--- config.mk ---
export PLATFORM = sky130hd
export DESIGN_NAME = bpiou_div
export DESIGN_NICKNAME = d
export VERILOG_FILES = /design/src/rtl/core/box_pair_iou_macros.svh /design/src/rtl/core/bpiou_pkg.sv /design/src/rtl/core/bpiou_div.sv
export SDC_FILE = /design/constraint.sdc
export NUM_CORES = 2
export LEC_CHECK = 0
export BUFFER_PORTS_ARGS = -buffer_cell sky130_fd_sc_hd__buf_2
export CORE_UTILIZATION = 45
export CTS_CLUSTER_DIAMETER = 60
export DETAILED_ROUTE_END_ITERATION = 10
export HOLD_SLACK_MARGIN = 0.1
export SLEW_MARGIN = 10
export SYNTH_ARGS = -nofsm -noshare
export SYNTH_HDL_FRONTEND = slang
export SYNTH_SLANG_ARGS = --single-unit
--- constraint.sdc ---
create_clock -name clk -period 14.6 [get_ports clk]
set_input_delay 0.73 -clock clk [delete_from_list [all_inputs] [get_ports clk]]
set_output_delay 0.73 -clock clk [all_outputs]
set_load 0.02 [all_outputs]
--- src/rtl/core/box_pair_iou_macros.svh ---
// Assertion macros used by the box pair IoU top level.
`ifndef BOX_PAIR_IOU_MACROS_SVH
`define BOX_PAIR_IOU_MACROS_SVH

// Same-cycle implication, sampled on clk, off while arst_n is low.
`define BPIOU_ASSERT_NOW(lbl, ante, cons, msg) \
	lbl: assert property (@(posedge clk) disable iff (!arst_n) (ante) |-> (cons)) \
		else $error(msg);

// Next-cycle implication, sampled on clk, off while arst_n is low.
`define BPIOU_ASSERT_NEXT(lbl, ante, cons, msg) \
	lbl: assert property (@(posedge clk) disable iff (!arst_n) (ante) |=> (cons)) \
		else $error(msg);

`endif

--- src/rtl/core/bpiou_pkg.sv ---
// Types, widths and helpers for the box pair IoU pipeline.
package bpiou_pkg;

	localparam int COORD_BITS      = 16;
	localparam int RATIO_FRAC_BITS = 16;

	localparam int EXT_BITS   = COORD_BITS + 1;
	localparam int AREA_BITS  = 2 * COORD_BITS;
	localparam int DEN_BITS   = AREA_BITS + 1;
	localparam int UNI_BITS   = AREA_BITS + 2;
	localparam int RATIO_BITS = RATIO_FRAC_BITS + 1;

	typedef struct packed {
		logic signed [COORD_BITS-1:0] a_left;
		logic signed [COORD_BITS-1:0] a_top;
		logic signed [COORD_BITS-1:0] a_right;
		logic signed [COORD_BITS-1:0] a_bottom;
		logic signed [COORD_BITS-1:0] b_left;
		logic signed [COORD_BITS-1:0] b_top;
		logic signed [COORD_BITS-1:0] b_right;
		logic signed [COORD_BITS-1:0] b_bottom;
		logic                         row_end_in;
		logic                         matrix_end_in;
	} pair_t;

	typedef struct packed {
		logic [RATIO_BITS-1:0] overlap_ratio;
		logic                  empty_union;
		logic                  row_end_out;
		logic                  matrix_end_out;
	} iou_t;

	typedef struct packed {
		logic empty;
		logic sat;
		logic row_end;
		logic matrix_end;
	} tag_t;

	function automatic logic signed [EXT_BITS-1:0] ext(input logic signed [COORD_BITS-1:0] c);
		return {c[COORD_BITS-1], c};
	endfunction

	function automatic logic signed [EXT_BITS-1:0] smin(input logic signed [EXT_BITS-1:0] x,
			input logic signed [EXT_BITS-1:0] y);
		return (x < y) ? x : y;
	endfunction

	function automatic logic signed [EXT_BITS-1:0] smax(input logic signed [EXT_BITS-1:0] x,
			input logic signed [EXT_BITS-1:0] y);
		return (x > y) ? x : y;
	endfunction

endpackage

--- src/rtl/core/bpiou_div.sv ---
// Pipelined restoring divider: one quotient bit per stage, then rounding and output register.
module bpiou_div (
	input  logic                                clk,
	input  logic                                arst_n,
	input  logic                                in_valid,
	output logic                                in_ready,
	input  logic [bpiou_pkg::DEN_BITS-1:0]      num,
	input  logic [bpiou_pkg::DEN_BITS-1:0]      den,
	input  bpiou_pkg::tag_t                     tag,
	output logic                                out_valid,
	input  logic                                out_ready,
	output bpiou_pkg::iou_t                     out
);

	localparam int N  = bpiou_pkg::RATIO_FRAC_BITS;
	localparam int DW = bpiou_pkg::DEN_BITS;
	localparam int RB = bpiou_pkg::RATIO_BITS;

	logic [DW-1:0]   rem_s [1:N];
	logic [DW-1:0]   den_s [1:N];
	logic [N-1:0]    quo_s [1:N];
	bpiou_pkg::tag_t tag_s [1:N];
	logic [N:1]      vld_s;
	logic [N+1:1]    rdy;

	bpiou_pkg::iou_t out_q;
	logic            out_valid_q;

	genvar k;
	generate
		for (k = 1; k <= N; k++) begin : g_step
			logic [DW-1:0]   src_rem;
			logic [DW-1:0]   src_den;
			logic [N-1:0]    src_quo;
			bpiou_pkg::tag_t src_tag;
			logic            src_vld;
			logic [DW:0]     trial;
			logic [DW:0]     diff;
			logic            fits;

			if (k == 1) begin : g_first
				assign src_rem = num;
				assign src_den = den;
				assign src_quo = '0;
				assign src_tag = tag;
				assign src_vld = in_valid;
			end else begin : g_next
				assign src_rem = rem_s[k-1];
				assign src_den = den_s[k-1];
				assign src_quo = quo_s[k-1];
				assign src_tag = tag_s[k-1];
				assign src_vld = vld_s[k-1];
			end

			assign trial = {src_rem, 1'b0};
			assign diff  = trial - {1'b0, src_den};
			assign fits  = (trial >= {1'b0, src_den});
			assign rdy[k] = !vld_s[k] || rdy[k+1];

			always_ff @(posedge clk or negedge arst_n) begin
				if (!arst_n) begin
					vld_s[k] <= 1'b0;
				end else if (rdy[k]) begin
					vld_s[k] <= src_vld;
				end
			end

			always_ff @(posedge clk) begin
				if (rdy[k] && src_vld) begin
					rem_s[k] <= fits ? diff[DW-1:0] : trial[DW-1:0];
					den_s[k] <= src_den;
					quo_s[k] <= {src_quo[N-2:0], fits};
					tag_s[k] <= src_tag;
				end
			end
		end
	endgenerate

	logic          round_up;
	logic [RB-1:0] rounded;
	logic [RB-1:0] ratio;

	assign round_up = ({rem_s[N], 1'b0} >= {1'b0, den_s[N]});
	assign rounded  = {1'b0, quo_s[N]} + RB'(round_up);

	always_comb begin
		priority if (tag_s[N].empty) begin
			ratio = '0;
		end else if (tag_s[N].sat) begin
			ratio = {1'b1, {N{1'b0}}};
		end else begin
			ratio = rounded;
		end
	end

	assign rdy[N+1] = !out_valid_q || out_ready;

	always_ff @(posedge clk or negedge arst_n) begin
		if (!arst_n) begin
			out_valid_q <= 1'b0;
		end else if (rdy[N+1]) begin
			out_valid_q <= vld_s[N];
		end
	end

	always_ff @(posedge clk) begin
		if (rdy[N+1] && vld_s[N]) begin
			out_q.overlap_ratio  <= ratio;
			out_q.empty_union    <= tag_s[N].empty;
			out_q.row_end_out    <= tag_s[N].row_end;
			out_q.matrix_end_out <= tag_s[N].matrix_end;
		end
	end

	assign in_ready  = rdy[1];
	assign out_valid = out_valid_q;
	assign out       = out_q;

endmodule

==> flow_summary.yaml <==
grt:
  grtUsageTotal_pct: 20.4
  grt_pass1_wl_mm: 266
  grt_max_degree: 70
  antenna_found_initial: 2
  grt_overflow: 0
  grt_pass1_vias: 51200
clock_network:
  path_clk_slew_ns: 0.06
  clk_latency_ns: 0.77
  cts-root-buf: "clkbuf_16"
  clock_sinks: 1293
  cts_setup_buffers: 0
  cts_made_buffers: 151
  cts_tree: "done"
  cts_buffer_depth: 3
  htree_levels: 4
  cts_resized: 0
critical_path:
  startpoint_type: "flip-flop"
  reg2reg_depth: 13
  crit_arrival_ns: 5.30
  cp_max_fo: 58
  endpoint_kind: "flip-flop"
  critical_path_class: "flip-flop to flip-flop"
  crit_required_ns: 15.10
timing:
  grt_setup_unrepaired: "no"
  fin_crit_ns: 4.80
  clock.fmax_mhz: 208
  finClkSkew_ns: 0.0309
  fin_hold_ws_ns: 0.158
  finalMaxSlewViolations: 0
  worst_pin_slew_ns: 1.44
  tns_ns: 0
  hold_viol_final: 0
  setup_viol: 0
  slew_headroom_pct: 3.01
  finalCritPeriodShare_pct: 32.9
synth:
  yosys.area.top_type: "edfxtp_1"
  ys_warn_count: 0
  synth_area_leaders: "edfxtp_1, ha_1, o21ai_0"
  ys.flop_type: "edfxtp_1"
  ys_types: 90
  yosysTopAreaCellShare_pct: 52.1
  synth_seq_area_share_pct: 52.6
  synth_nets: 7360
  ys_seq_elements: 1293
  synth_edf_count: 1276
  synth_async_sr_flop_share_pct: 1.31
  postSynthAreaPerCell_sq_um: 11.0
  postSynthCellCount: 6708
  synth_area_sq_um: 73600
drt:
  ant_nets: 0
  wl_per_cell_um: 18.3
  vias: 49600
  drc: 0
  drt_first_pass_iters: 6
  totalWireLength_mm: 168
  viasPerCell: 5.42
  drtIter0Drc: 2616
outcome:
  status: "finished clean"
power_and_ir_drop:
  power.density_nw_per_um2: 229
  ir_drop_mv: 0.154
  combPwrFrac_pct: 46.2
  p_clk_share_pct: 19.5
  p_sw_share_pct: 38.7
  p_leak_nw: 33.2
  power.switching_mw: 7.23
  seqPwrFrac_pct: 34.3
  intPower_mw: 11.5
place:
  dpl.hpwl_mm: 133
  dpl.cell_count: 8873
  portBuffers: 95
  place.gp.congestion: 0.969
worst_hold_path:
  hold_path.class: "input pin to flip-flop"
  hold_depth: 1
layout:
  regArea_sq_um: 38700
  fill_cells: 14500
  final_layout_size_suffix_gt1_share_pct: 8.19
  area_growth_pct: 10.9
  mostFrequentLayoutCell: "edfxtp_1"
  nets: 7507
  layout_common_cells: "edfxtp_1, inv_1, nand2_1"
  multi_input_area_sq_um: 31800
  post_layout_nonfiller_instances: 9154
die:
  dieHeight_um: 406
  core_sq_um: 163000
  start_util_pct: 45.3
  die_w_um: 406
  core.rowCount: 148
  fp.dieArea_sq_um: 165000
  pin_count: 96
run:
  maxCapViolCount: 0
==> final timing paths <==
kind                                               from                            end  slack, ns
worst max register to register  den_s[3][101]$_DFFE_PP_         rem_s[4][29]$_DFFE_PP_       9.80
worst max-delay path            den_s[3][101]$_DFFE_PP_         rem_s[4][29]$_DFFE_PP_       9.80
max in group asynchronous                        arst_n          out_valid$_DFFE_PN0P_      13.88
worst min register to register   quo_s[0][33]$_DFFE_PP_         quo_s[0][50]$_DFFE_PP_       0.41
min in group asynchronous                        arst_n  g_step[7].src_vld$_DFFE_PN0P_       0.43
worst min-delay path                            den[15]         den_s[0][48]$_DFFE_PP_       0.16
==> layer usage <==
layer / global-route usage, % / vias to the layer above / share of wire, % / wire (um)
met5: 0 / - / 0 / 0
met4: 13.9 / 0 / 7.1 / 11900
met3: 2.56 / 484 / 2.6 / 4370
met2: 40.6 / 920 / 55 / 92700
met1: 19.1 / 23400 / 35 / 59000
li1: - / 24800 / - / -
==> repair_timing <==
action / CTS / global route
endpoints found under the setup margin: 0 / 0
hold buffers: 4 / 0
hold endpoints to repair: 20 / 0
==> registers in the layout (all words and copies together), names as in the netlist <==
signal,count
out_valid,1
g_step.src_vld,15
rem_s,528
out,20
tag_s,64
quo_s,136
vld_s,1
den_s,528
==> cell type report <==
cell class              count  area share (%)
clock buffers             189            4.83
inverters                 701            3.23
flip-flops and latches   1293            47.5
well taps                2175            3.34
multi-input cells        4565            39.0
repair buffers            143            1.04
clock inverters            81            1.05
diodes                      7          0.0215
==> stage by stage <==
stage | total power, mW | util [%] | worst slack [ns] | cell area (sq um)
after floorplan | 12.8 | - | 8.84 | 73600
after detailed placement | 15.1 | 47.2 | 9.81 | 76700
final | 18.7 | 50.2 | 9.80 | 81600
after CTS | 18.8 | 50.2 | 9.84 | 81600
after global routing | 20.0 | 50.2 | 9.72 | 81600
after global placement | 15.0 | 47.2 | 9.86 | 76700
==> synthesized netlist by cell type (30+ instances only) <==
cell      number
o21bai_1      63
nand4_1       70
a21o_1       206
and3_1        42
o21a_1        83
a21oi_1      488
o21ai_1       31
nand2b_1      84
nand3_1      107
clkbuf_1     112
mux2_2       126
o31ai_1       58
nor3_1        80
edfxtp_1    1276
nor2b_1       74
o21ai_0      527
nand2_1      578
xor2_1       196
inv_1        700
a31oi_1       51
or2_2         30
nor2_1       361
a211oi_1      61
xnor2_1      236
and2_1        52
ha_1         562
buf_2         30
==> power by group through the flow <==
stage	clock network [mW]	logic [mW]	registers, mW
2_1_floorplan	0	6.58	6.25
3_3_place_gp	0	8.47	6.49
3_5_place_dp	0	8.58	6.49
4_1_cts	3.75	8.63	6.43
5_1_grt	3.89	9.60	6.53
6_report	3.65	8.63	6.42
==> critical path, cell delays in order, from the launching register on <==
cell and delay, ns:
edfxtp_1 0.38, inv_1 0.06, ha_1 0.34, nor2b_1 0.17
o31a_1 0.27, o31a_1 0.29, o41a_1 0.38, a31o_1 0.31
a2111oi_0 0.76, o21ai_1 0.24, o311ai_4 0.13, buf_4 0.52
inv_2 0.21, mux2_1 0.43
==> logic make-up after synthesis <==
kind of cell | count (synthesis) | share of synthesized area (%)
AOI/OAI and AO/OA | 1832 | 15.6
xor gates and xnor gates | 432 | 5.14
adders and majority gates | 578 | 9.99
buffers and inverters | 850 | 4.41
DFF | 1293 | 52.6
muxes | 140 | 2.13
and+or+nand+nor | 1583 | 10.1
Power figures use the tool's default switching activity.
